===== config.mk =====
export PLATFORM = sky130hd
export DESIGN_NAME = pwsg_ctrl
export DESIGN_NICKNAME = d
export VERILOG_FILES = /design/src/rtl/pwsg_pkg.sv /design/src/rtl/pwsg_ctrl.sv
export SDC_FILE = /design/constraint.sdc
export NUM_CORES = 1
export LEC_CHECK = 0
export ABC_AREA = 1
export BUFFER_PORTS_ARGS = -buffer_cell sky130_fd_sc_hd__buf_2
export CAP_MARGIN = 5
export CORE_UTILIZATION = 43
export CTS_CLUSTER_DIAMETER = 120
export DETAILED_ROUTE_END_ITERATION = 8
export GPL_ROUTABILITY_DRIVEN = 0
export GPL_TIMING_DRIVEN = 0
export PLACE_DENSITY = 0.7
export SLEW_MARGIN = 40
export SYNTH_ARGS = -nofsm -noshare
export SYNTH_HDL_FRONTEND = slang
export SYNTH_SLANG_ARGS = --single-unit
export TNS_END_PERCENT = 20

===== constraint.sdc =====
create_clock -name clk -period 1.35 [get_ports clk]
set_input_delay 0.0675 -clock clk [delete_from_list [all_inputs] [get_ports clk]]
set_output_delay 0.0675 -clock clk [all_outputs]
set_load 0.02 [all_outputs]

===== src/rtl/pwsg_pkg.sv =====
// Shared types, codes and constants of the periodic waveform sample generator.
// No dependencies; imported by every module of the block.
package pwsg_pkg;

	localparam int unsigned MAX_POINTS = 256;

	// pipeline layout
	localparam int unsigned PIPE_DEPTH = 16;
	localparam int unsigned DIV_STAGES = 8;
	localparam int unsigned SINE_LAST  = 15;

	// trapezoid breakpoints
	localparam int unsigned RAMP_UP_END     = 25;
	localparam int unsigned RAMP_DOWN_START = 40;
	localparam int unsigned RAMP_DOWN_END   = 55;

	// reciprocals for the constant divisions of the trapezoid
	localparam int unsigned RECIP_SHIFT = 24;
	localparam int unsigned RAMP_DOWN_LEN = RAMP_DOWN_END - RAMP_DOWN_START;
	localparam logic [20:0] RECIP_UP   = 21'((64'd1 << RECIP_SHIFT) / RAMP_UP_END);
	localparam logic [20:0] RECIP_DOWN = 21'((64'd1 << RECIP_SHIFT) / RAMP_DOWN_LEN);

	// odd Taylor coefficients of sin(pi/2*x), Q30
	localparam logic [30:0] SIN_C1 = 31'd1686629713;
	localparam logic [30:0] SIN_C3 = 31'd693598668;
	localparam logic [30:0] SIN_C5 = 31'd85569306;
	localparam logic [30:0] SIN_C7 = 31'd5026995;
	localparam logic [30:0] SIN_C9 = 31'd172272;

	typedef enum logic [2:0] {
		WAVE_SINE = 3'd0,
		WAVE_RECT = 3'd1,
		WAVE_TRAP = 3'd2,
		WAVE_OFF  = 3'd3
	} wave_t;

	typedef enum logic [1:0] {
		ST_OK       = 2'd0,
		ST_BAD_LEN  = 2'd1,
		ST_BAD_TYPE = 2'd2,
		ST_RANGE    = 2'd3
	} status_t;

	typedef enum logic [1:0] {
		REG_WAVE_TYPE  = 2'd0,
		REG_AMPLITUDE  = 2'd1,
		REG_OFFSET     = 2'd2,
		REG_PERIOD_LEN = 2'd3
	} reg_idx_t;

	typedef enum logic [1:0] {
		SEG_RISE,
		SEG_HOLD,
		SEG_FALL,
		SEG_ZERO
	} trap_seg_t;

	typedef struct packed {
		logic [2:0]  wave_type;
		logic [11:0] amplitude;
		logic [11:0] offset;
		logic [12:0] period_len;
	} cfg_t;

endpackage


===== src/rtl/pwsg_ctrl.sv =====
// Valid bits and advance chain of the sample pipeline.
// Depends on pwsg_pkg.
module pwsg_ctrl
	import pwsg_pkg::*;
(
	input  logic                  clk,
	input  logic                  arst_n,
	input  logic                  in_valid,
	input  logic                  out_stall,
	output logic [PIPE_DEPTH:1]   adv,
	output logic                  out_valid
);

	logic [PIPE_DEPTH:1] vld_q;

	// a stage moves on when it is empty or the stage after it moves
	assign adv[PIPE_DEPTH] = ~vld_q[PIPE_DEPTH] | ~out_stall;

	genvar k;
	generate
		for (k = 1; k < PIPE_DEPTH; k++) begin : g_adv
			assign adv[k] = ~vld_q[k] | adv[k+1];
		end
	endgenerate

	always_ff @(posedge clk or negedge arst_n) begin
		if (!arst_n) begin
			vld_q <= '0;
		end else begin
			if (adv[1]) begin
				vld_q[1] <= in_valid;
			end
			for (int j = 2; j <= PIPE_DEPTH; j++) begin
				if (adv[j]) begin
					vld_q[j] <= vld_q[j-1];
				end
			end
		end
	end

	assign out_valid = vld_q[PIPE_DEPTH];

endmodule


# == Word level (Yosys, flattened, before mapping) ==
# Cells that the tools add are included.
# totals
reg_bits,16
in_bits,4
out_inout_bits,17
word_cells,49
# op_classes
bitwise_logic,33
# ops
operator,n
1-bit NOT,17
1-bit bitwise OR,16

# == Longest topological paths before layout ==
# logic_depth
word_depth,17
mapped_depth,10
ltp_nobuf,10

# == Least setup slack after synthesis ==
# OpenSTA, ideal clock, no wires.
# synth_timing
path_kind,register to register
from,reg vld_q[16] (netlist name)
to,reg vld_q[2] (netlist name)
setup_ps,69
t_arrival_ps,1917
t_required_ps,1281
slack_ps,-636
path_stages_with_launch,11
n_path_buf,0
synth_period_minus_slack_ps,1986
cell_sequence,dfrtp_1 > nand2_2 > nor2_4 > nand4_4 > nor2_4 > nand4_4 > nor2_4 > nand4_4 > nor2_4 > nand2_1 > nand2_1
# synth_between
elab_chain_len,16
# synth_rtl
element,line_no,rtl
from (decl),pwsg_ctrl.sv:14,logic [PIPE_DEPTH:1] vld_q;
"from (signal, indexed assignment)",pwsg_ctrl.sv:35,vld_q[j] <= vld_q[j-1];
1-bit NOT,pwsg_ctrl.sv:17,assign adv[PIPE_DEPTH] = ~vld_q[PIPE_DEPTH] | ~out_stall;
1-bit bitwise OR,pwsg_ctrl.sv:17,
"net adv, one bit",pwsg_ctrl.sv:10,"output logic [PIPE_DEPTH:1] adv,"
1-bit bitwise OR (4 in series),pwsg_ctrl.sv:22,assign adv[k] = ~vld_q[k] | adv[k+1];
"net adv, one bit",pwsg_ctrl.sv:10,
1-bit bitwise OR (4 in series),pwsg_ctrl.sv:22,
"net adv, one bit",pwsg_ctrl.sv:10,
1-bit bitwise OR (4 in series),pwsg_ctrl.sv:22,
"net adv, one bit",pwsg_ctrl.sv:10,
1-bit bitwise OR (2 in series),pwsg_ctrl.sv:22,
"net adv, one bit",pwsg_ctrl.sv:10,
# The timed path passes the listed nets, and every way through them passes these cells.
# A chain may end at the register's enable or synchronous reset.

# == Worst setup path after layout ==
# layout_timing
from,reg vld_q[16] (netlist name)
to,out adv[2] (netlist name)
# layout_between
elab_chain_len,16
# layout_rtl
element,line_no
1-bit NOT,pwsg_ctrl.sv:17
1-bit bitwise OR,pwsg_ctrl.sv:17
1-bit bitwise OR (14 in series),pwsg_ctrl.sv:22
to (decl),pwsg_ctrl.sv:10
# No other way between the ends.

==> flow_metrics.py <==
metrics = {
    "run_status": {
        "status": "complete, but fails checks",
        "failed_checks": "setup timing",
    },
    "cells_and_area": {
        "area_growth_pct": 35.9,
        "drive_above_1_share": 0.495,
        "largestRegisters": "vld_q (16)",
        "antennaDiodeCount": 0,
        "layout_commonest_cell": "inv_1",
        "layout_common_cells": "17 x inv_1, 15 x buf_2, 15 x dfrtp_1",
        "largest-register": "vld_q",
        "largest_reg_flops": 16,
        "nets": 102,
    },
    "clock_network": {
        "cts_sinks": 16,
        "cts_tree": "yes",
        "cts-buffers-inserted": 3,
        "root_buffer": "clkbuf_4",
        "cts_max_path_buffers": 2,
        "clkTransAtPathRegs_ns": 0.09,
        "htree_levels": 1,
        "clock_latency_ns": 0.28,
    },
    "sta": {
        "fmax_mhz": 537,
        "final-setup-viol-count": 17,
        "max_slew_margin": 0.760,
        "finalWorstSetupSlack_ns": -0.511,
        "finClkSkew_ns": 0.000831,
        "hold_violations": 0,
        "rsz0062_at_grt": "yes",
        "worst_hold_slack_ns": 0.130,
        "min_period_ns": 1.86,
        "final_max_slew_viol_count": 0,
        "worstMarginPinSlew_ns": 0.359,
        "fin_crit_sh": 1.38,
    },
    "power_and_ir_drop": {
        "p_leak_nw": 0.464,
        "vdd_drop_max_mv": 0.792,
        "power_density_mw_per_mm2": 1470,
    },
    "routing": {
        "final_antenna_net_count": 0,
        "drc": 0,
        "avgViaCountPerCell": 4.25,
        "vias": 480,
        "drt_pass1_iterations": 2,
        "wl_per_cell_um": 9.41,
        "wirelength_um": 1060,
        "drtIter0Drc": 3,
    },
    "worst_setup_path": {
        "start_kind": "register",
        "crit_required_ns": 1.28,
        "cp-end-kind": "output port",
        "worst-setup-path-type": "register to output port",
        "critical_path_arrival_ns": 1.79,
        "critPathMaxFanout": 4,
    },
    "global_routing": {
        "overflow": 0,
        "grt_pass1_vias": 468,
        "grt.total_usage": 0.138,
        "antenna_found_initial": 0,
        "grt_first_pass_wirelength_um": 1800,
        "grt_max_degree": 17,
    },
    "synth": {
        "yosysWarningCount": 0,
        "syn_nets": 70,
        "synthCells": 66,
        "postSynthAreaPerCell_um2": 10.5,
        "synth_seq_cells": 16,
        "yosys.cell_types.count": 10,
        "syn-cell-area_um2": 694,
        "synth-seq-area-share": 0.577,
    },
    "floorplan": {
        "core_area_mm2": 0.00151,
        "pin_count": 21,
        "initial_core_util": 0.461,
        "die_h_um": 42.2,
        "die-width_um": 42.2,
        "dieArea_mm2": 0.00178,
        "num_rows": 14,
    },
    "placed_design": {
        "dpl.hpwl_um": 772,
        "pre_cts_ws_ns": -0.307,
        "io_buffers": 20,
    },
    "run": {
        "drv_cap": 0,
    },
    "worst_hold_path": {
        "min_path_type": "input port to register",
    },
}
==> cell type report <==
type | instances | area (um^2)
fill | 125 | 563
sequential | 16 | 402
multi-input combinational | 32 | 246
timing repair buffer | 27 | 181
inverter | 18 | 67.6
clock buffer | 4 | 26.3
tap | 16 | 20.0
==> Yosys cell counts (all sizes together) <==
library cell / count / area share
inv: 18 / 0.097
nor2: 7 / 0.085
nand2: 16 / 0.090
dfrtp: 16 / 0.58
or2: 5 / 0.045
nand3: 1 / 0.014
nand4: 3 / 0.092
==> through the flow <==
step	cells	power (mW)	cell area, um^2	util	TNS [ns]
CTS	111	1.38	923	0.613	-4.80
floorplan	66	0.954	711	-	-5.62
finish	113	1.39	943	0.626	-4.42
global placement	102	1.07	831	0.551	-1.95
global route	113	1.47	943	0.626	-6.43
detailed placement	102	1.08	831	0.551	-2.18
==> critical path, stage by stage (launching register included) <==
cell	delay (ns)
dfrtp_2	0.39
nand2_4	0.06
nor2_4	0.10
nand4_4	0.10
nor2_4	0.13
nand4_4	0.10
nor2_4	0.15
nand4_4	0.10
nor2_4	0.16
nand2_2	0.08
buf_6	0.14
==> cells by family (layout without fill, tap and decap cells) <==
group / count (synthesis) / after routing / share of synthesized area
simple gates: 32 / 32 / 0.326
buf+inv: 18 / 49 / 0.0973
flops: 16 / 16 / 0.577
==> where the power goes <==
part	total, mW	internal, mW	leakage [nW]	switching (mW)
Sequential	0.635	0.563	0.170	0.0724
Clock	0.258	0.115	0.0150	0.143
Combinational	0.492	0.206	0.279	0.286
Total	1.39	0.884	0.464	0.501
==> layer usage <==
metal / wire length [um] / GRT usage
met1: 474 / 0.165
met2: 526 / 0.218
met3: 62 / 0.0302
met4: 0 / 0.0938
met5: 0 / 0
==> timing repair <==
action | CTS | global route
endpoints found under the hold margin | 17 | 0
setup endpoints to repair | 17 | 21
resized for setup | 8 | 3
hold buffers | 2 | 0
pin swaps | 3 | 0
buffers inserted | 3 | 2
==> worst paths after layout <==
check / startpoint / end / slack (ns) / cells after the start
max: vld_q[16] / adv[2] / -0.51 / 10
min: out_stall / vld_q[16] / 0.13 / 4
max reg2reg: vld_q[16] / vld_q[2] / -0.15 / 10
min reg2reg: vld_q[15] / vld_q[16] / 0.49 / 2
max in group asynchronous: arst_n / vld_q[16] / 0.85 / 2
min in group asynchronous: arst_n / vld_q[15] / 0.22 / 2
Power figures use the tool's default switching activity.
