`config.mk`:
```
export PLATFORM = sky130hd
export DESIGN_NAME = pwsg_div
export DESIGN_NICKNAME = d
export VERILOG_FILES = /design/src/rtl/pwsg_pkg.sv /design/src/rtl/pwsg_div.sv
export SDC_FILE = /design/constraint.sdc
export NUM_CORES = 1
export LEC_CHECK = 0
export BUFFER_PORTS_ARGS = -buffer_cell sky130_fd_sc_hd__buf_2
export CELL_PAD_IN_SITES_DETAIL_PLACEMENT = 0
export CELL_PAD_IN_SITES_GLOBAL_PLACEMENT = 1
export CORE_MARGIN = 2
export CORE_UTILIZATION = 50
export DETAILED_ROUTE_END_ITERATION = 6
export PLACE_DENSITY = 0.91
export SLEW_MARGIN = 10
export SYNTH_ARGS = -nofsm -noshare
export SYNTH_HDL_FRONTEND = slang
export SYNTH_SLANG_ARGS = --single-unit
export TNS_END_PERCENT = 30
```
`constraint.sdc`:
```
create_clock -name clk -period 14.15 [get_ports clk]
set_input_delay 2.1225 -clock clk [delete_from_list [all_inputs] [get_ports clk]]
set_output_delay 2.1225 -clock clk [all_outputs]
set_load 0.005 [all_outputs]
```
`src/rtl/pwsg_pkg.sv`:
```
// Shared types, codes and constants of the periodic waveform sample generator.
// No dependencies; imported by every module of the block.
package pwsg_pkg;

	localparam int unsigned MAX_POINTS = 256;

	// pipeline layout
	localparam int unsigned PIPE_DEPTH = 16;
	localparam int unsigned DIV_STAGES = 8;
	localparam int unsigned SINE_LAST  = 15;

	// trapezoid breakpoints
	localparam int unsigned RAMP_UP_END     = 25;
	localparam int unsigned RAMP_DOWN_START = 40;
	localparam int unsigned RAMP_DOWN_END   = 55;

	// reciprocals for the constant divisions of the trapezoid
	localparam int unsigned RECIP_SHIFT = 24;
	localparam int unsigned RAMP_DOWN_LEN = RAMP_DOWN_END - RAMP_DOWN_START;
	localparam logic [20:0] RECIP_UP   = 21'((64'd1 << RECIP_SHIFT) / RAMP_UP_END);
	localparam logic [20:0] RECIP_DOWN = 21'((64'd1 << RECIP_SHIFT) / RAMP_DOWN_LEN);

	// odd Taylor coefficients of sin(pi/2*x), Q30
	localparam logic [30:0] SIN_C1 = 31'd1686629713;
	localparam logic [30:0] SIN_C3 = 31'd693598668;
	localparam logic [30:0] SIN_C5 = 31'd85569306;
	localparam logic [30:0] SIN_C7 = 31'd5026995;
	localparam logic [30:0] SIN_C9 = 31'd172272;

	typedef enum logic [2:0] {
		WAVE_SINE = 3'd0,
		WAVE_RECT = 3'd1,
		WAVE_TRAP = 3'd2,
		WAVE_OFF  = 3'd3
	} wave_t;

	typedef enum logic [1:0] {
		ST_OK       = 2'd0,
		ST_BAD_LEN  = 2'd1,
		ST_BAD_TYPE = 2'd2,
		ST_RANGE    = 2'd3
	} status_t;

	typedef enum logic [1:0] {
		REG_WAVE_TYPE  = 2'd0,
		REG_AMPLITUDE  = 2'd1,
		REG_OFFSET     = 2'd2,
		REG_PERIOD_LEN = 2'd3
	} reg_idx_t;

	typedef enum logic [1:0] {
		SEG_RISE,
		SEG_HOLD,
		SEG_FALL,
		SEG_ZERO
	} trap_seg_t;

	typedef struct packed {
		logic [2:0]  wave_type;
		logic [11:0] amplitude;
		logic [11:0] offset;
		logic [12:0] period_len;
	} cfg_t;

endpackage

```
`src/rtl/pwsg_div.sv`:
```
// Pipelined restoring divider: phase = (index * 65536) / period_len, two bits a stage.
// Depends on pwsg_pkg.
module pwsg_div
	import pwsg_pkg::*;
(
	input  logic                clk,
	input  logic [PIPE_DEPTH:1] adv,
	input  logic [12:0]         period_len,
	input  logic [11:0]         sample_index,
	output logic [15:0]         phase_s8
);

	logic [12:0] rem_s [1:DIV_STAGES];
	logic [15:0] quo_s [1:DIV_STAGES];

	function automatic logic [13:0] div_step(input logic [12:0] rem, input logic [12:0] len);
		logic [13:0] t;
		t = {rem, 1'b0};
		if (t >= {1'b0, len}) begin
			t = t - {1'b0, len};
			div_step = {1'b1, t[12:0]};
		end else begin
			div_step = {1'b0, t[12:0]};
		end
	endfunction

	genvar k;
	generate
		for (k = 1; k <= DIV_STAGES; k++) begin : g_stage
			logic [12:0] rem_in;
			logic [15:0] quo_in;
			logic [13:0] step_a;
			logic [13:0] step_b;

			if (k == 1) begin : g_first
				assign rem_in = {1'b0, sample_index};
				assign quo_in = '0;
			end else begin : g_next
				assign rem_in = rem_s[k-1];
				assign quo_in = quo_s[k-1];
			end

			assign step_a = div_step(rem_in, period_len);
			assign step_b = div_step(step_a[12:0], period_len);

			always_ff @(posedge clk) begin
				if (adv[k]) begin
					rem_s[k] <= step_b[12:0];
					quo_s[k] <= {quo_in[13:0], step_a[13], step_b[13]};
				end
			end
		end
	endgenerate

	assign phase_s8 = quo_s[DIV_STAGES];

endmodule

```
Word-level counts from Yosys, hierarchy flattened
Memories as Yosys holds them, arrays and structs flattened.
Index checks and enable logic that the tools add are counted.
{"block": "op_classes", "addsub": 16, "muxes": 32, "order_cmp": 16}
{"cell": "2-to-1 mux 14 bit", "n": 16}
{"cell": "greater-or-equal comparator 14 x 13 -> 1 bit", "n": 15}
{"cell": "subtractor 13 bit", "n": 16}
{"cell": "2-to-1 mux 1 bit", "n": 16}
{"cell": "greater-or-equal comparator 13 bit", "n": 1}
{"block": "word_totals", "register_bits": 0, "input_bits": 42, "memories": 2, "output_inout_bits": 16, "ramBits": 232}
{"memory": "quo_s", "words": 8, "width": 16, "rd": 8, "rd_ports_with_merged_regs": 0, "write_ports": 8, "line": "pwsg_div.sv:14", "source": "logic [15:0] quo_s [1:DIV_STAGES];"}
{"memory": "rem_s", "words": 8, "width": 13, "rd": 7, "rd_ports_with_merged_regs": 0, "write_ports": 8, "line": "pwsg_div.sv:13", "source": "logic [12:0] rem_s [1:DIV_STAGES];"}

Logic depth before layout (Yosys ltp)
An unclocked memory read counts as a cell.
{"block": "logic_depth", "ltp_word": 5, "depth_mapped": 25}

Least setup slack after synthesis
OpenSTA, ideal clock, no wires.
{"block": "synth_timing", "kind": "input port to flip-flop", "start": "input period_len[0]", "end": "register, netlist name rem_s[0][17]", "setup_ps": 260, "t_required_ps": 13890, "path_slack_ps": 6635, "cell_stages": 22, "t_arrival_ps": 7255, "path_cell_list": "buf_2 -> clkbuf_1 -> inv_1 -> clkbuf_1 -> ha_1 -> nand3_1 -> nor3_1 -> or4_1 -> a21oi_1 -> nor3_2 -> clkbuf_1 -> mux2_2 -> ha_1 -> o21a_1 -> o21ai_0 -> a211oi_1 -> o41ai_1 -> a21oi_1 -> nor3_2 -> a21boi_1 -> buf_2 -> mux2_2"}
{"item": "start: declaration", "line": "pwsg_div.sv:8", "source": "input logic [12:0] period_len,"}

==> results.md <==
- DRT iter0 DRCs: 859
- Final GP Congestion: 0.867
- Total routed wirelength: 37,100 um
- Via Count: 12,600
- Post-route ant nets: 0
- Synth Area per Inst: 9.56 um2
- Setup TNS: 0 ns
- Dpl hpwl: 27,400 um
- Mapped cell area: 15,600 um2
- Max Fclk: 0.129 GHz
- Final Setup Violations: 0
- Synth Instances: 1,629
- Post-Syn Nets: 1,878
- Worst-path clk slew: 0.07 ns
- WL/cell: 17.7 um
- Critical path class: in2reg
- Post-synth EDFFs: 163
- Antenna Cells: 0
- First-pass DRT Iterations: 7
- Vias per std cell: 6.01
- Layout cell share with drive strength beyond 1: 13.4%
- Fill cells: 2,682
- Maxcap violations: 0
- RSZ-0062 raised after global routing: false
- Post-synth ARST share: 0%
- Global-route usage over all layers: 22.8%
- Slew @ Worst Pin: 1.12 ns
- Placeable core area: 30,600 um2
- Maximum buffer depth of the clock tree: 2
- Most common cell after layout, fill and taps aside: ha_1
- Status: finished clean
- Initial Utilization: 50.9%
- Die ar.: 32,600 um2
- Clk sinks: 163
- TritonCTS buffer count: 17
- Crit. End Element: flip-flop
- Most frequent cells in the layout: 199 x ha_1, 163 x edfxtp_1, 152 x a21oi_1
- Setup Fix Bufs, Post-CTS: 0
- Primary FF master, synth: edfxtp_1
- DIE HEIGHT: 180 um
- Area Growth Syn to Fin: 8.52%
- Hold-fix buffers, CTS: 0
- PortBufs: 49
- Synthesis Warnings: 0
- Hold Path Class: reg2reg
- Worst Path Required: 14.33 ns
- Seq/Total Area, Yosys: 31.4%
- Crit path max fanout: 19
- Resized cells post-CTS: 0
- Pin count of the biggest net entering global routing: 37
- Clk_lat worst skew: 0.44 ns
- Fin. max-slew vios: 0
- Slew HR: 24.9%
- TritonCTS clock tree: yes
- CTS root buf: clkbuf_16
- Worst Skew: 0.0132 ns
- Hold Fails Final Rpt: 0
- GR Overflow Total: 0
- Period utilisation layout: 54.6%
- #FFs+latches synth: 163
- Initial antenna violation count: 0
- CTS H-tree lvls: 4
- Arr. time, crit path: 7.91 ns
- Nets: 1,936
- Number of global-route vias before repair: 12,200
- Type of origin of the critical path: input pin
- DRC Markers: 0
- Die X: 180 um
- FP Rows: 64
- Distinct cell type count after synthesis: 86
- Crit path time final: 7.72 ns
- I/O pin count: 58
- First-pass GRT wire length: 60,800 um
final timing paths:
path,start,end,slack [ns],cells past startpoint
worst max-delay path,period_len[1],rem_s[0][24],6.43,20
worst min-delay path,quo_s[0][125],quo_s[0][143],0.42,0
worst max register to register,rem_s[0][29],rem_s[0][51],8.32,17
worst min register to register,quo_s[0][125],quo_s[0][143],0.42,0
metal layers:
| layer | routed length [um] | global-route usage (%) | part of all wire (%) |
|---|---|---|---|
| met5 | 0 | 0 | 0 |
| met3 | 1600 | 2.61 | 4.3 |
| met2 | 17800 | 39.3 | 48 |
| met1 | 17000 | 30.1 | 46 |
| met4 | 755 | 6.77 | 2.0 |
critical path, stage by stage:
cell and delay, ns:
buf_2 0.35, inv_1 0.11, ha_1 0.33, ha_1 0.20
nand3_1 0.07, nor3_1 0.05, or4_1 0.47, a21oi_1 0.21
nor3_2 0.07, buf_4 0.22, mux2_2 0.32, ha_1 0.32
o21a_1 0.17, o21ai_0 0.29, a211oi_1 0.15, o41ai_1 0.52
a21oi_1 0.19, nor3_2 0.34, a21boi_1 0.95, mux2_2 0.44
metrics by stage:
stage / hold slack (ns) / cell area, um2 / util [%] / setup WS, ns / cells
floorplan: 0.400 / 15600 / - / 6.63 / 1629
global placement: 0.401 / 16300 / 53.3 / 6.15 / 2064
detailed placement: 0.405 / 16300 / 53.3 / 6.02 / 2064
CTS: 0.421 / 16900 / 55.2 / 6.46 / 2096
global route: 0.426 / 16900 / 55.2 / 6.09 / 2096
finish: 0.419 / 16900 / 55.2 / 6.43 / 2096
final cells by class:
cell class                 count  area, um2  share of cell area, %
multi-input combinational   1384      10300                   61.1
timing repair buffer          67        380                   2.25
sequential                   163       4890                   29.0
inverter                      54        203                   1.20
tap                          396        495                   2.93
clock buffer                  17        425                   2.52
clock inverter                15        168                  0.993
registers in the layout, summed over array words and instances, names as in the netlist:
register / cells
quo_s: 72
rem_s: 91
cell families after synthesis:
logic type	count (synthesis)	share of synthesized area [%]
AO/OA/AOI/OAI	452	18.8
XOR/XNOR	134	7.54
adder cells (fa/ha/maj)	207	17.0
buffers and inverters	82	2.22
flip-flops	163	31.4
multiplexers	108	7.95
AND/OR/NAND/NOR	483	15.1
Yosys cell counts, types with 11 or more instances:
cell type / n / area (um2)
nor2_1: 138 / 518
or2_2: 11 / 68.8
o21ai_0: 91 / 455
o21a_1: 37 / 278
a21oi_1: 152 / 761
nand2b_1: 29 / 181
xor2_1: 41 / 359
clkbuf_1: 15 / 56.3
ha_1: 199 / 2490
nor3_1: 49 / 245
nor2b_1: 25 / 156
or3_1: 13 / 81.3
o31ai_1: 15 / 113
nand3_1: 35 / 175
mux2_2: 91 / 1020
edfxtp_1: 163 / 4890
xnor2_1: 93 / 815
inv_1: 53 / 199
a211oi_1: 25 / 188
nand2_1: 114 / 428
and3_1: 13 / 81.3
nand4_1: 20 / 125
a21o_1: 40 / 300
Power is left out: the tool's default activity adds up to more than one toggle a clock period on the data nets, which glitch-free logic cannot reach.
