--- src/rtl/pwsg_pkg.sv ---
// Shared types, codes and constants of the periodic waveform sample generator.
// No dependencies; imported by every module of the block.
package pwsg_pkg;

	localparam int unsigned MAX_POINTS = 256;

	// pipeline layout
	localparam int unsigned PIPE_DEPTH = 16;
	localparam int unsigned DIV_STAGES = 8;
	localparam int unsigned SINE_LAST  = 15;

	// trapezoid breakpoints
	localparam int unsigned RAMP_UP_END     = 25;
	localparam int unsigned RAMP_DOWN_START = 40;
	localparam int unsigned RAMP_DOWN_END   = 55;

	// reciprocals for the constant divisions of the trapezoid
	localparam int unsigned RECIP_SHIFT = 24;
	localparam int unsigned RAMP_DOWN_LEN = RAMP_DOWN_END - RAMP_DOWN_START;
	localparam logic [20:0] RECIP_UP   = 21'((64'd1 << RECIP_SHIFT) / RAMP_UP_END);
	localparam logic [20:0] RECIP_DOWN = 21'((64'd1 << RECIP_SHIFT) / RAMP_DOWN_LEN);

	// odd Taylor coefficients of sin(pi/2*x), Q30
	localparam logic [30:0] SIN_C1 = 31'd1686629713;
	localparam logic [30:0] SIN_C3 = 31'd693598668;
	localparam logic [30:0] SIN_C5 = 31'd85569306;
	localparam logic [30:0] SIN_C7 = 31'd5026995;
	localparam logic [30:0] SIN_C9 = 31'd172272;

	typedef enum logic [2:0] {
		WAVE_SINE = 3'd0,
		WAVE_RECT = 3'd1,
		WAVE_TRAP = 3'd2,
		WAVE_OFF  = 3'd3
	} wave_t;

	typedef enum logic [1:0] {
		ST_OK       = 2'd0,
		ST_BAD_LEN  = 2'd1,
		ST_BAD_TYPE = 2'd2,
		ST_RANGE    = 2'd3
	} status_t;

	typedef enum logic [1:0] {
		REG_WAVE_TYPE  = 2'd0,
		REG_AMPLITUDE  = 2'd1,
		REG_OFFSET     = 2'd2,
		REG_PERIOD_LEN = 2'd3
	} reg_idx_t;

	typedef enum logic [1:0] {
		SEG_RISE,
		SEG_HOLD,
		SEG_FALL,
		SEG_ZERO
	} trap_seg_t;

	typedef struct packed {
		logic [2:0]  wave_type;
		logic [11:0] amplitude;
		logic [11:0] offset;
		logic [12:0] period_len;
	} cfg_t;

endpackage

--- src/rtl/pwsg_shape.sv ---
// Status decode, rectangle and trapezoid samples, carried down to stage 15.
// Depends on pwsg_pkg.
module pwsg_shape
	import pwsg_pkg::*;
(
	input  logic                clk,
	input  logic [PIPE_DEPTH:1] adv,
	input  cfg_t                cfg,
	input  logic [11:0]         sample_index,
	output logic [12:0]         alt_s15,
	output status_t             status_s15
);

	status_t     st_in;
	trap_seg_t   seg_in;
	logic [5:0]  k_in;
	logic [12:0] rect_in;

	status_t     status_s1, status_s2;
	trap_seg_t   seg_s1, seg_s2;
	logic [16:0] n_s1, n_s2;
	logic [12:0] rect_s1, rect_s2;
	logic [11:0] qe_s2;

	logic [37:0] qe_prod;
	logic [4:0]  div_d;
	logic [17:0] rem_t;
	logic [11:0] q_fix;
	logic [11:0] trap_y;
	logic [12:0] alt_in;

	logic [12:0] alt_s  [3:SINE_LAST];
	status_t     stat_s [3:SINE_LAST];

	always_comb begin
		if (cfg.period_len == 13'd0 || cfg.period_len > 13'(MAX_POINTS)) begin
			st_in = ST_BAD_LEN;
		end else if (cfg.wave_type > WAVE_OFF) begin
			st_in = ST_BAD_TYPE;
		end else if (cfg.wave_type == WAVE_TRAP && cfg.period_len < 13'(MAX_POINTS)) begin
			st_in = ST_BAD_LEN;
		end else if ({1'b0, sample_index} >= cfg.period_len) begin
			st_in = ST_RANGE;
		end else begin
			st_in = ST_OK;
		end
	end

	always_comb begin
		if (sample_index <= 12'(RAMP_UP_END)) begin
			seg_in = SEG_RISE;
			k_in   = sample_index[5:0];
		end else if (sample_index < 12'(RAMP_DOWN_START)) begin
			seg_in = SEG_HOLD;
			k_in   = '0;
		end else if (sample_index < 12'(RAMP_DOWN_END)) begin
			seg_in = SEG_FALL;
			k_in   = 6'(12'(RAMP_DOWN_END) - sample_index);
		end else begin
			seg_in = SEG_ZERO;
			k_in   = '0;
		end
	end

	assign rect_in = (sample_index >= cfg.period_len[12:1]) ?
		({1'b0, cfg.amplitude} + {1'b0, cfg.offset}) : {1'b0, cfg.offset};

	always_ff @(posedge clk) begin
		if (adv[1]) begin
			status_s1 <= st_in;
			seg_s1    <= seg_in;
			n_s1      <= 17'(cfg.amplitude * k_in);
			rect_s1   <= rect_in;
		end
	end

	// estimate the quotient by reciprocal; it is exact or one short
	assign qe_prod = n_s1 * ((seg_s1 == SEG_RISE) ? RECIP_UP : RECIP_DOWN);

	always_ff @(posedge clk) begin
		if (adv[2]) begin
			status_s2 <= status_s1;
			seg_s2    <= seg_s1;
			n_s2      <= n_s1;
			rect_s2   <= rect_s1;
			qe_s2     <= qe_prod[RECIP_SHIFT+11:RECIP_SHIFT];
		end
	end

	assign div_d = (seg_s2 == SEG_RISE) ? 5'(RAMP_UP_END) : 5'(RAMP_DOWN_LEN);
	assign rem_t = {1'b0, n_s2} - 18'(qe_s2 * div_d);
	assign q_fix = (rem_t >= {13'd0, div_d}) ? (qe_s2 + 12'd1) : qe_s2;

	always_comb begin
		case (seg_s2)
			SEG_RISE: trap_y = q_fix;
			SEG_HOLD: trap_y = cfg.amplitude;
			SEG_FALL: trap_y = q_fix;
			SEG_ZERO: trap_y = '0;
			default:  trap_y = '0;
		endcase
	end

	always_comb begin
		case (cfg.wave_type)
			WAVE_RECT: alt_in = rect_s2;
			WAVE_TRAP: alt_in = {1'b0, trap_y} + {1'b0, cfg.offset};
			default:   alt_in = '0;
		endcase
	end

	always_ff @(posedge clk) begin
		if (adv[3]) begin
			alt_s[3]  <= alt_in;
			stat_s[3] <= status_s2;
		end
	end

	genvar k;
	generate
		for (k = 4; k <= SINE_LAST; k++) begin : g_delay
			always_ff @(posedge clk) begin
				if (adv[k]) begin
					alt_s[k]  <= alt_s[k-1];
					stat_s[k] <= stat_s[k-1];
				end
			end
		end
	endgenerate

	assign alt_s15    = alt_s[SINE_LAST];
	assign status_s15 = stat_s[SINE_LAST];

endmodule

--- config.mk ---
export PLATFORM = sky130hd
export DESIGN_NAME = pwsg_shape
export DESIGN_NICKNAME = d
export VERILOG_FILES = /design/src/rtl/pwsg_pkg.sv /design/src/rtl/pwsg_shape.sv
export SDC_FILE = /design/constraint.sdc
export NUM_CORES = 1
export LEC_CHECK = 0
export CORE_MARGIN = 2
export CORE_UTILIZATION = 55
export CTS_BUF_LIST = sky130_fd_sc_hd__clkbuf_8
export DETAILED_ROUTE_END_ITERATION = 8
export DONT_BUFFER_PORTS = 1
export PLACE_DENSITY = 0.71
export REMOVE_ABC_BUFFERS = 1
export SYNTH_ARGS = -nofsm -noshare
export SYNTH_HDL_FRONTEND = slang
export SYNTH_SLANG_ARGS = --single-unit
--- constraint.sdc ---
create_clock -name clk -period 9.4 [get_ports clk]
set_input_delay 0.47 -clock clk [delete_from_list [all_inputs] [get_ports clk]]
set_output_delay 0.47 -clock clk [all_outputs]
set_load 0.1 [all_outputs]
# [Yosys cells after proc, flatten, opt, wreduce, memory -nomap -nowiden]
# Memory sizes are Yosys's and may differ from the RTL's.
# Cells that the tools add are included.
# W data, S select, Z words.
[op_classes] addsub=5 n_mul=3 n_lt_le_gt_ge=9 n_eq_ne=5 muxes=40 n_reduce_logical=7
[ops] cell="$mul A17 B21 Y36" count=1
[ops] cell="$pmux W12 S3" count=1
[ops] cell="$mux W1" count=28
[ops] cell="$add A12 B12 Y13" count=2
[ops] cell="$pmux W13 S2" count=1
[ops] cell="$lt A12 B6 Y1 const B" count=2
[ops] cell="$mux W12" count=2
[ops] cell="$mux W21" count=1
[ops] cell="$ge A18 B5 Y1" count=1
[ops] cell="$mux W6" count=3
[ops] cell="$sub A17 B17 Y18" count=1
[ops] cell="$mul A12 B5 Y17" count=1
[ops] cell="$mul A12 B6 Y17" count=1
[ops] cell="$ge A12 B13 Y1" count=1
[ops] cell="$gt A13 B9 Y1 const B" count=1
[ops] cell="$logic_not A13 Y1" count=1
[ops] cell="$lt A13 B9 Y1 const B" count=1
[ops] cell="$add A12 B1 Y12 const B" count=1
[ops] cell="$ge A12 B12 Y1" count=1
[ops] cell="$le A12 B5 Y1 const B" count=1
[ops] cell="$mux W2" count=3
[ops] cell="$sub A6 B6 Y6 const A" count=1
[ops] cell="$mux W5" count=1
[ops] cell="$eq A2 B2 Y1 const B" count=2
[ops] cell="other kinds (8)" count=10
[word_totals] register_bits=80 mem_bits_rw=195 in_bits=69 elab_cells=82 mem_count=2
[mem_list] name="alt_s" depth=13 width=13 rd=13 rd_ports_with_merged_regs=0 write_ports=13 line_no="pwsg_shape.sv:32" text="logic [12:0] alt_s [3:SINE_LAST];"
[mem_list] name="stat_s" depth=13 width=2 rd=13 rd_ports_with_merged_regs=0 write_ports=13 line_no="pwsg_shape.sv:33" text="status_t stat_s [3:SINE_LAST];"

# [Depth between registers and ports, before layout]
# Gate-level depths: netlist (run 1).
[logic_depth] word_depth=9 ltp_mapped=35 depth_no_buf=32

# [Least setup slack after synthesis (run 1)]
# Ideal clock, no wire load.
[synth_timing] kind="flip-flop to flip-flop" from="reg seg_s2[0]" to="reg, netlist name alt_s[0][49]" setup_ps=152 t_arrival_ps=7246 t_required_ps=9248 path_slack_ps=2001 path_stages_with_launch=34 synth_period_minus_slack_ps=7399 path_cell_list="edfxtp_1 nor2_1 inv_1 clkbuf_1 nand2_1 fa_1 fa_1 inv_1 fa_1 inv_1 ha_1 buf_6 nand2_1 or3_4 and3_1 xnor2_1 a311o_2 nor4_2 nand4_2 buf_6 xnor2_1 o21ai_0 ha_1 fa_1 a21o_1 a21o_1 a21o_1 a21o_1 a21o_1 a21oi_1 o21ai_0 o211a_1 or3_1 o21ai_0"
[synth_lines] element="start, declared" line_no="pwsg_shape.sv:20" text="trap_seg_t seg_s1, seg_s2;"
[synth_lines] element="start signal, assigned" line_no="pwsg_shape.sv:83" text="seg_s2 <= seg_s1;"

==> results of run 1 <==
==> flip-flops by register name (all words and copies together), names as in the netlist <==
signal / cells
n_s2: 17
rect_s2: 13
stat_s: 26
status_s1: 2
seg_s1: 2
rect_s1: 13
qe_s2: 12
n_s1: 17
status_s2: 2
seg_s2: 2
alt_s: 169
==> path summary, 6_finish.rpt <==
| kind | from | end | slack (ns) | depth (start not counted) |
|---|---|---|---|---|
| worst max-delay path | seg_s2[0] | alt_s[0][49] | 0.76 | 31 |
| worst min-delay path | adv[2] | rect_s2[1] | 0.02 | 0 |
| worst max register to register | seg_s2[0] | alt_s[0][49] | 0.76 | 31 |
| worst min register to register | alt_s[0][163] | alt_s[0][176] | 0.41 | 0 |
==> synthesized netlist by cell type, drive strengths merged (10+ instances only) <==
| master | instances | area share (%) |
|---|---|---|
| and2 | 33 | 0.95 |
| o21ai | 45 | 1.0 |
| a21o | 33 | 1.1 |
| nand4 | 10 | 0.37 |
| nor2 | 62 | 1.1 |
| nand2 | 143 | 2.5 |
| inv | 405 | 7.0 |
| or2 | 10 | 0.29 |
| buf | 21 | 0.75 |
| xor2 | 17 | 0.68 |
| clkbuf | 22 | 0.40 |
| edfxtp | 275 | 38 |
| nor2b | 11 | 0.32 |
| nand3 | 11 | 0.25 |
| a22oi | 12 | 0.41 |
| fa | 234 | 21 |
| xnor2 | 51 | 2.0 |
| nor3 | 12 | 0.28 |
| a21oi | 48 | 1.1 |
| ha | 255 | 15 |
| mux2 | 11 | 0.57 |
| nor4 | 10 | 0.32 |
==> cell usage in the layout, fill, tap and decap left out, types with 12 or more instances in the layout <==
cell type	netlist	final
nor3_1	12	12
ha_1	255	255
inv_1	405	414
a22oi_1	12	12
xor2_1	17	17
clkbuf_8	0	42
o21ai_0	34	34
a21o_1	32	32
xnor2_1	51	51
nor2_1	62	62
a21oi_1	47	47
edfxtp_1	275	275
conb_1	2	18
nand2_1	143	143
fa_1	234	234
and2_1	32	32
dlygate4sd3_1	0	23
==> critical path, delay by kind of cell (launching register included) <==
family | cells | cell delay, ns
adders and majority gates | 6 | 2.66
AOI/OAI and AO/OA | 13 | 2.60
and+or+nand+nor | 5 | 1.38
buffers and inverters | 5 | 0.80
DFF | 1 | 0.60
xor gates and xnor gates | 1 | 0.27
muxes | 1 | 0.13
==> area by class of cell <==
type                    instances  area (um2)
flip-flops and latches        275        8260
multi-input cells            1149       11900
clock buffers                  42         578
fillers                      3116       15600
inverters                     405        1520
clock inverters                24         159
repair buffers                 31         290
well taps                     518         648
==> timing repair <==
item,CTS,global route
setup endpoints to repair,0,0
hold endpoints to repair,27,88
hold buffers,7,16
==> stage by stage <==
stage / setup WS [ns] / util (%)
2_1_floorplan: 1.47 / -
3_3_place_gp: 1.09 / 57.4
3_5_place_dp: 0.919 / 57.4
4_1_cts: 0.882 / 59.5
5_1_grt: 0.136 / 59.9
6_report: 0.757 / 59.9
==> routing by layer <==
metal | global-route usage [%] | wire [um] | up-vias
li1 | - | - | 6216
met1 | 28.2 | 18100 | 6376
met2 | 37.3 | 21200 | 388
met3 | 4.17 | 2710 | 74
met4 | 6.78 | 1240 | 0
met5 | 0 | 0 | -
==> kinds of logic after synthesis <==
group	count (synthesis)
AO/OA/AOI/OAI	215
XOR/XNOR	68
adder cells (fa/ha/maj)	489
buffers and inverters	448
flip-flops	275
multiplexers	18
other	2
AND/OR/NAND/NOR	341
==> impl_metrics.csv, run 1 <==
group,metric,value,unit
placed_design,dp_cells,2355,
sta,finalMaxSlewViolations,0,
global_route,antenna_found_initial,0,
sta,worst_pin_slew,1.03,ns
clocking,cts.htree.levels,2,
placed_design,place_congestion,0.919,
setup_path,cp_max_fo,15,
global_route,grt_pass1_wl,70.2,mm
logic_synthesis,synth_mux_area_share,0.905,%
setup_path,crit_path_end_kind,"flip-flop",
route,drc_errors,0,
logic_synthesis,yosysWarnings,0,
clocking,post_cts_resized,0,
logic_synthesis,synth_fa_ha_area_share,36.1,%
finish,antenna_cells,0,
setup_path,crit_top_cell,"a21o_1",
route,first_pass_iters,5,
route,wl_per_cell,17.7,um
route,first_iter_violations,738,
die,core-area,38900,um2
sta,hold-worst-slack,0.0227,ns
sta,fin_crit_sh,91.9,%
die,die_w,203,um
sta,slew_headroom,31.2,%
placed_design,io_buffers,0,
setup_path,path_class,"reg -> reg",
placed_design,dp_hpwl,34.1,mm
sta,rsz0062_at_grt,"no",
global_route,grt_pass1_vias,13900,
logic_synthesis,synth_edf_count,275,
die,die-height,203,um
clocking,cts_made_buffers,42,
die,dieArea,41300,um2
logic_synthesis,synth_simple_gate_area_share,7.62,%
min_path,worstHoldPathType,"in -> reg",
route,viasPerCell,5.34,
clocking,cts_setup_buffers,0,
setup_path,cp_slowest_stage_delay,0.60,ns
sta,max_freq,116,MHz
setup_path,crit_slowest_cell,"edfxtp_1",
finish,nNetsFinal,2462,
logic_synthesis,ys_async_sr_fraction,0,%
finish,area_growth,6.80,%
route,wl,43.3,mm
logic_synthesis,synth_top_family_by_area,"adder cells",
logic_synthesis,synth_compound_area_share,6.73,%
clocking,clock_latency,0.57,ns
logic_synthesis,synthesis.area,21800,um2
sta,post-route-min-period,8.64,ns
logic_synthesis,synth.distinct_cells,80,
global_route,grt_max_degree,47,
sta,fin_skew,0.0372,ns
clocking,clockBufferDepth,3,
route,vias,13100,
finish,design_area,23300,um2
finish,fin_cells,2444,
clocking,clk_pin_slew_worst_paths,0.06,ns
logic_synthesis,ys_ff_latch,275,
clocking,cts_tree,"built",
logic_synthesis,ys.flop_type,"edfxtp_1",
clocking,cts.sink_count,275,
run_status,status,"completed",
die,rows,72,
setup_path,worstPathRequired,9.78,ns
setup_path,worst_ep_arrival_time,9.02,ns
flow_run,max_cap_viol_count,0,
sta,setup_viol,0,
logic_synthesis,synthCells,1856,
finish,layout-drive-gt1-share,5.19,%
logic_synthesis,syn_area_per_cell,11.8,um2
logic_synthesis,yosysSeqAreaShare,37.8,%
clocking,ctsRootBufferMaster,"clkbuf_8",
route,ant_nets,0,
global_route,grt_usage,21.8,%
global_route,gr-total-overflow,0,
sta,hold_viol_final,0,
sta,fin_tns_setup,0,ns
logic_synthesis,synthXorXnorAreaFrac,2.73,%
setup_path,worstSetupStartpointType,"flip-flop",
die,start_util,56.1,%
placed_design,place_area,22400,um2
die,pin_count,84,
Power of run 1 is left out: the tool's default activity adds up to more than one toggle a clock period on the data nets, which glitch-free logic cannot reach.
==> inputs of run 2 (changes only) <==
==> constraint.sdc (replaced) <==
create_clock -name clk -period 9.4 [get_ports clk]
set_input_delay 1.41 -clock clk [delete_from_list [all_inputs] [get_ports clk]]
set_output_delay 1.41 -clock clk [all_outputs]
set_load 0.1 [all_outputs]
==> run 2 against run 1 <==
Wire length shrank 1.4%. Final area is 0.94% lower. Highest routed layer unchanged. Worst hold slack improved by 0.38 ns. Critical path depth did not move.
==> impl_metrics.csv, run 2 (same netlist as run 1, synthesis figures left out) <==
group,metric,value,unit
route,first_iter_violations,746,
min_path,holdPathStages,0,
finish,layout-drive-gt1-share,5.13,%
global_route,grt_usage,21.8,%
setup_path,r2r_end,"alt_s[0][49]",
route,vias,13000,
clocking,cts_setup_buffers,0,
finish,area_growth,5.79,%
clocking,ctsRootBufferMaster,"clkbuf_8",
setup_path,crit_slowest_cell,"edfxtp_1",
placed_design,place_congestion,0.915,
route,first_pass_iters,5,
sta,post-route-min-period,8.63,ns
placed_design,io_buffers,0,
finish,largest_reg_flops,169,
setup_path,r2r_slack,0.77,ns
sta,hold_viol_final,0,
clocking,cts.htree.levels,2,
sta,fin_skew,0.0284,ns
die,start_util,56.1,%
clocking,post_cts_resized,0,
setup_path,path_class,"reg -> reg",
clocking,clockBufferDepth,3,
route,ant_nets,0,
sta,worst_pin_slew,1.07,ns
setup_path,cp_max_fo,15,
finish,layout_commonest_cell,"inv_1",
sta,setup_slack,0.770,ns
finish,reg.largest.list,"alt_s x169, stat_s x26",
route,viasPerCell,5.36,
global_route,antenna_found_initial,0,
clocking,cts.sink_count,275,
finish,layout_common_cells,"inv_1, edfxtp_1, ha_1",
setup_path,crit_path_end_kind,"flip-flop",
setup_path,reg2regPathDepth,31,
sta,fin_tns_setup,0,ns
setup_path,worst_ep_arrival_time,9.02,ns
global_route,grt_use_met3,3.98,%
setup_path,worstSetupStartpointType,"flip-flop",
clocking,clk_pin_slew_worst_paths,0.07,ns
finish,antenna_cells,0,
min_path,worstHoldPathType,"reg -> reg",
die,die_w,203,um
min_path,whs_endpoint,"alt_s[0][52]",
clocking,cts_tree,"built",
sta,rsz0062_at_grt,"no",
sta,setup_viol,0,
min_path,min_from,"alt_s[0][39]",
finish,nNetsFinal,2437,
sta,slew_headroom,28.4,%
finish,top_register,"alt_s",
sta,fin_crit_sh,91.8,%
die,die-height,203,um
sta,finalMaxSlewViolations,0,
clocking,cts_made_buffers,41,
global_route,gr-total-overflow,0,
clocking,cts_hold_buf,0,
route,wl,42.7,mm
setup_path,r2r_start,"seg_s2[0]",
placed_design,pre_cts_ws,0.860,ns
global_route,grt_pass1_wl,70.4,mm
route,drc_errors,0,
flow_run,max_cap_viol_count,0,
global_route,gr-usage-met2,36.8,%
clocking,clock_latency,0.58,ns
setup_path,crit_top_cell,"a21o_1",
sta,max_freq,116,MHz
route,wl_per_cell,17.6,um
die,pin_count,84,
die,rows,72,
placed_design,dp_hpwl,34.3,mm
global_route,top_usage_layer,"met2",
global_route,grt.met1_usage,28.8,%
global_route,grt_pass1_vias,13900,
global_route,grt_max_degree,47,
setup_path,worstPathRequired,9.79,ns
die,dieArea,41300,um2
setup_path,cp_slowest_stage_delay,0.61,ns
die,core-area,38900,um2
run_status,status,"completed",
run 2: worst max-delay path, delay by kind of cell (launching register included):
| kind | cells | cell delay, ns |
|---|---|---|
| AND/OR/NAND/NOR | 8 | 2.03 |
| flip-flops | 1 | 0.61 |
| adder cells (fa/ha/maj) | 6 | 2.64 |
| buffers and inverters | 4 | 0.71 |
| AO/OA/AOI/OAI | 11 | 2.06 |
| XOR/XNOR | 2 | 0.39 |
run 2: cell type report:
class	instances	area [um2]
Fill cell	3124	15800
Sequential cell	275	8260
Timing Repair Buffer	7	52.6
Clock buffer	41	564
Inverter	405	1520
Clock inverter	33	190
Multi-Input combinational cell	1149	11900
Tap cell	518	648
run 2: worst max path at each step:
| stage | cells after the start | to | from | slack [ns] |
|---|---|---|---|---|
| 3_5_place_dp | 31 | alt_s[0][49] | seg_s2[0] | 0.86 |
| 3_3_place_gp | 31 | alt_s[0][49] | seg_s2[0] | 1.09 |
| 6_report | 31 | alt_s[0][49] | seg_s2[0] | 0.77 |
| 5_1_grt | 31 | alt_s[0][49] | seg_s2[0] | 0.20 |
| 4_1_cts | 31 | alt_s[0][49] | seg_s2[0] | 0.82 |
| 2_1_floorplan | 30 | alt_s[0][49] | seg_s2[0] | 1.47 |
run 2: stage by stage:
stage | hold slack, ns | cell area (um2) | utilization, % | cells
6_report | 0.401 | 23100 | 59.4 | 2428
3_5_place_dp | 0.405 | 22300 | 57.4 | 2354
5_1_grt | 0.403 | 23100 | 59.4 | 2428
3_3_place_gp | 0.401 | 22300 | 57.4 | 2354
4_1_cts | 0.388 | 23100 | 59.4 | 2428
2_1_floorplan | 0.400 | 21600 | - | 1829
run 2: per-layer routing:
layer	vias up	wire (um)
met5	-	0
met4	0	1120
met3	60	2260
met2	310	20700
met1	6482	18600
li1	6164	-
Power of run 2 is left out for the same reason.
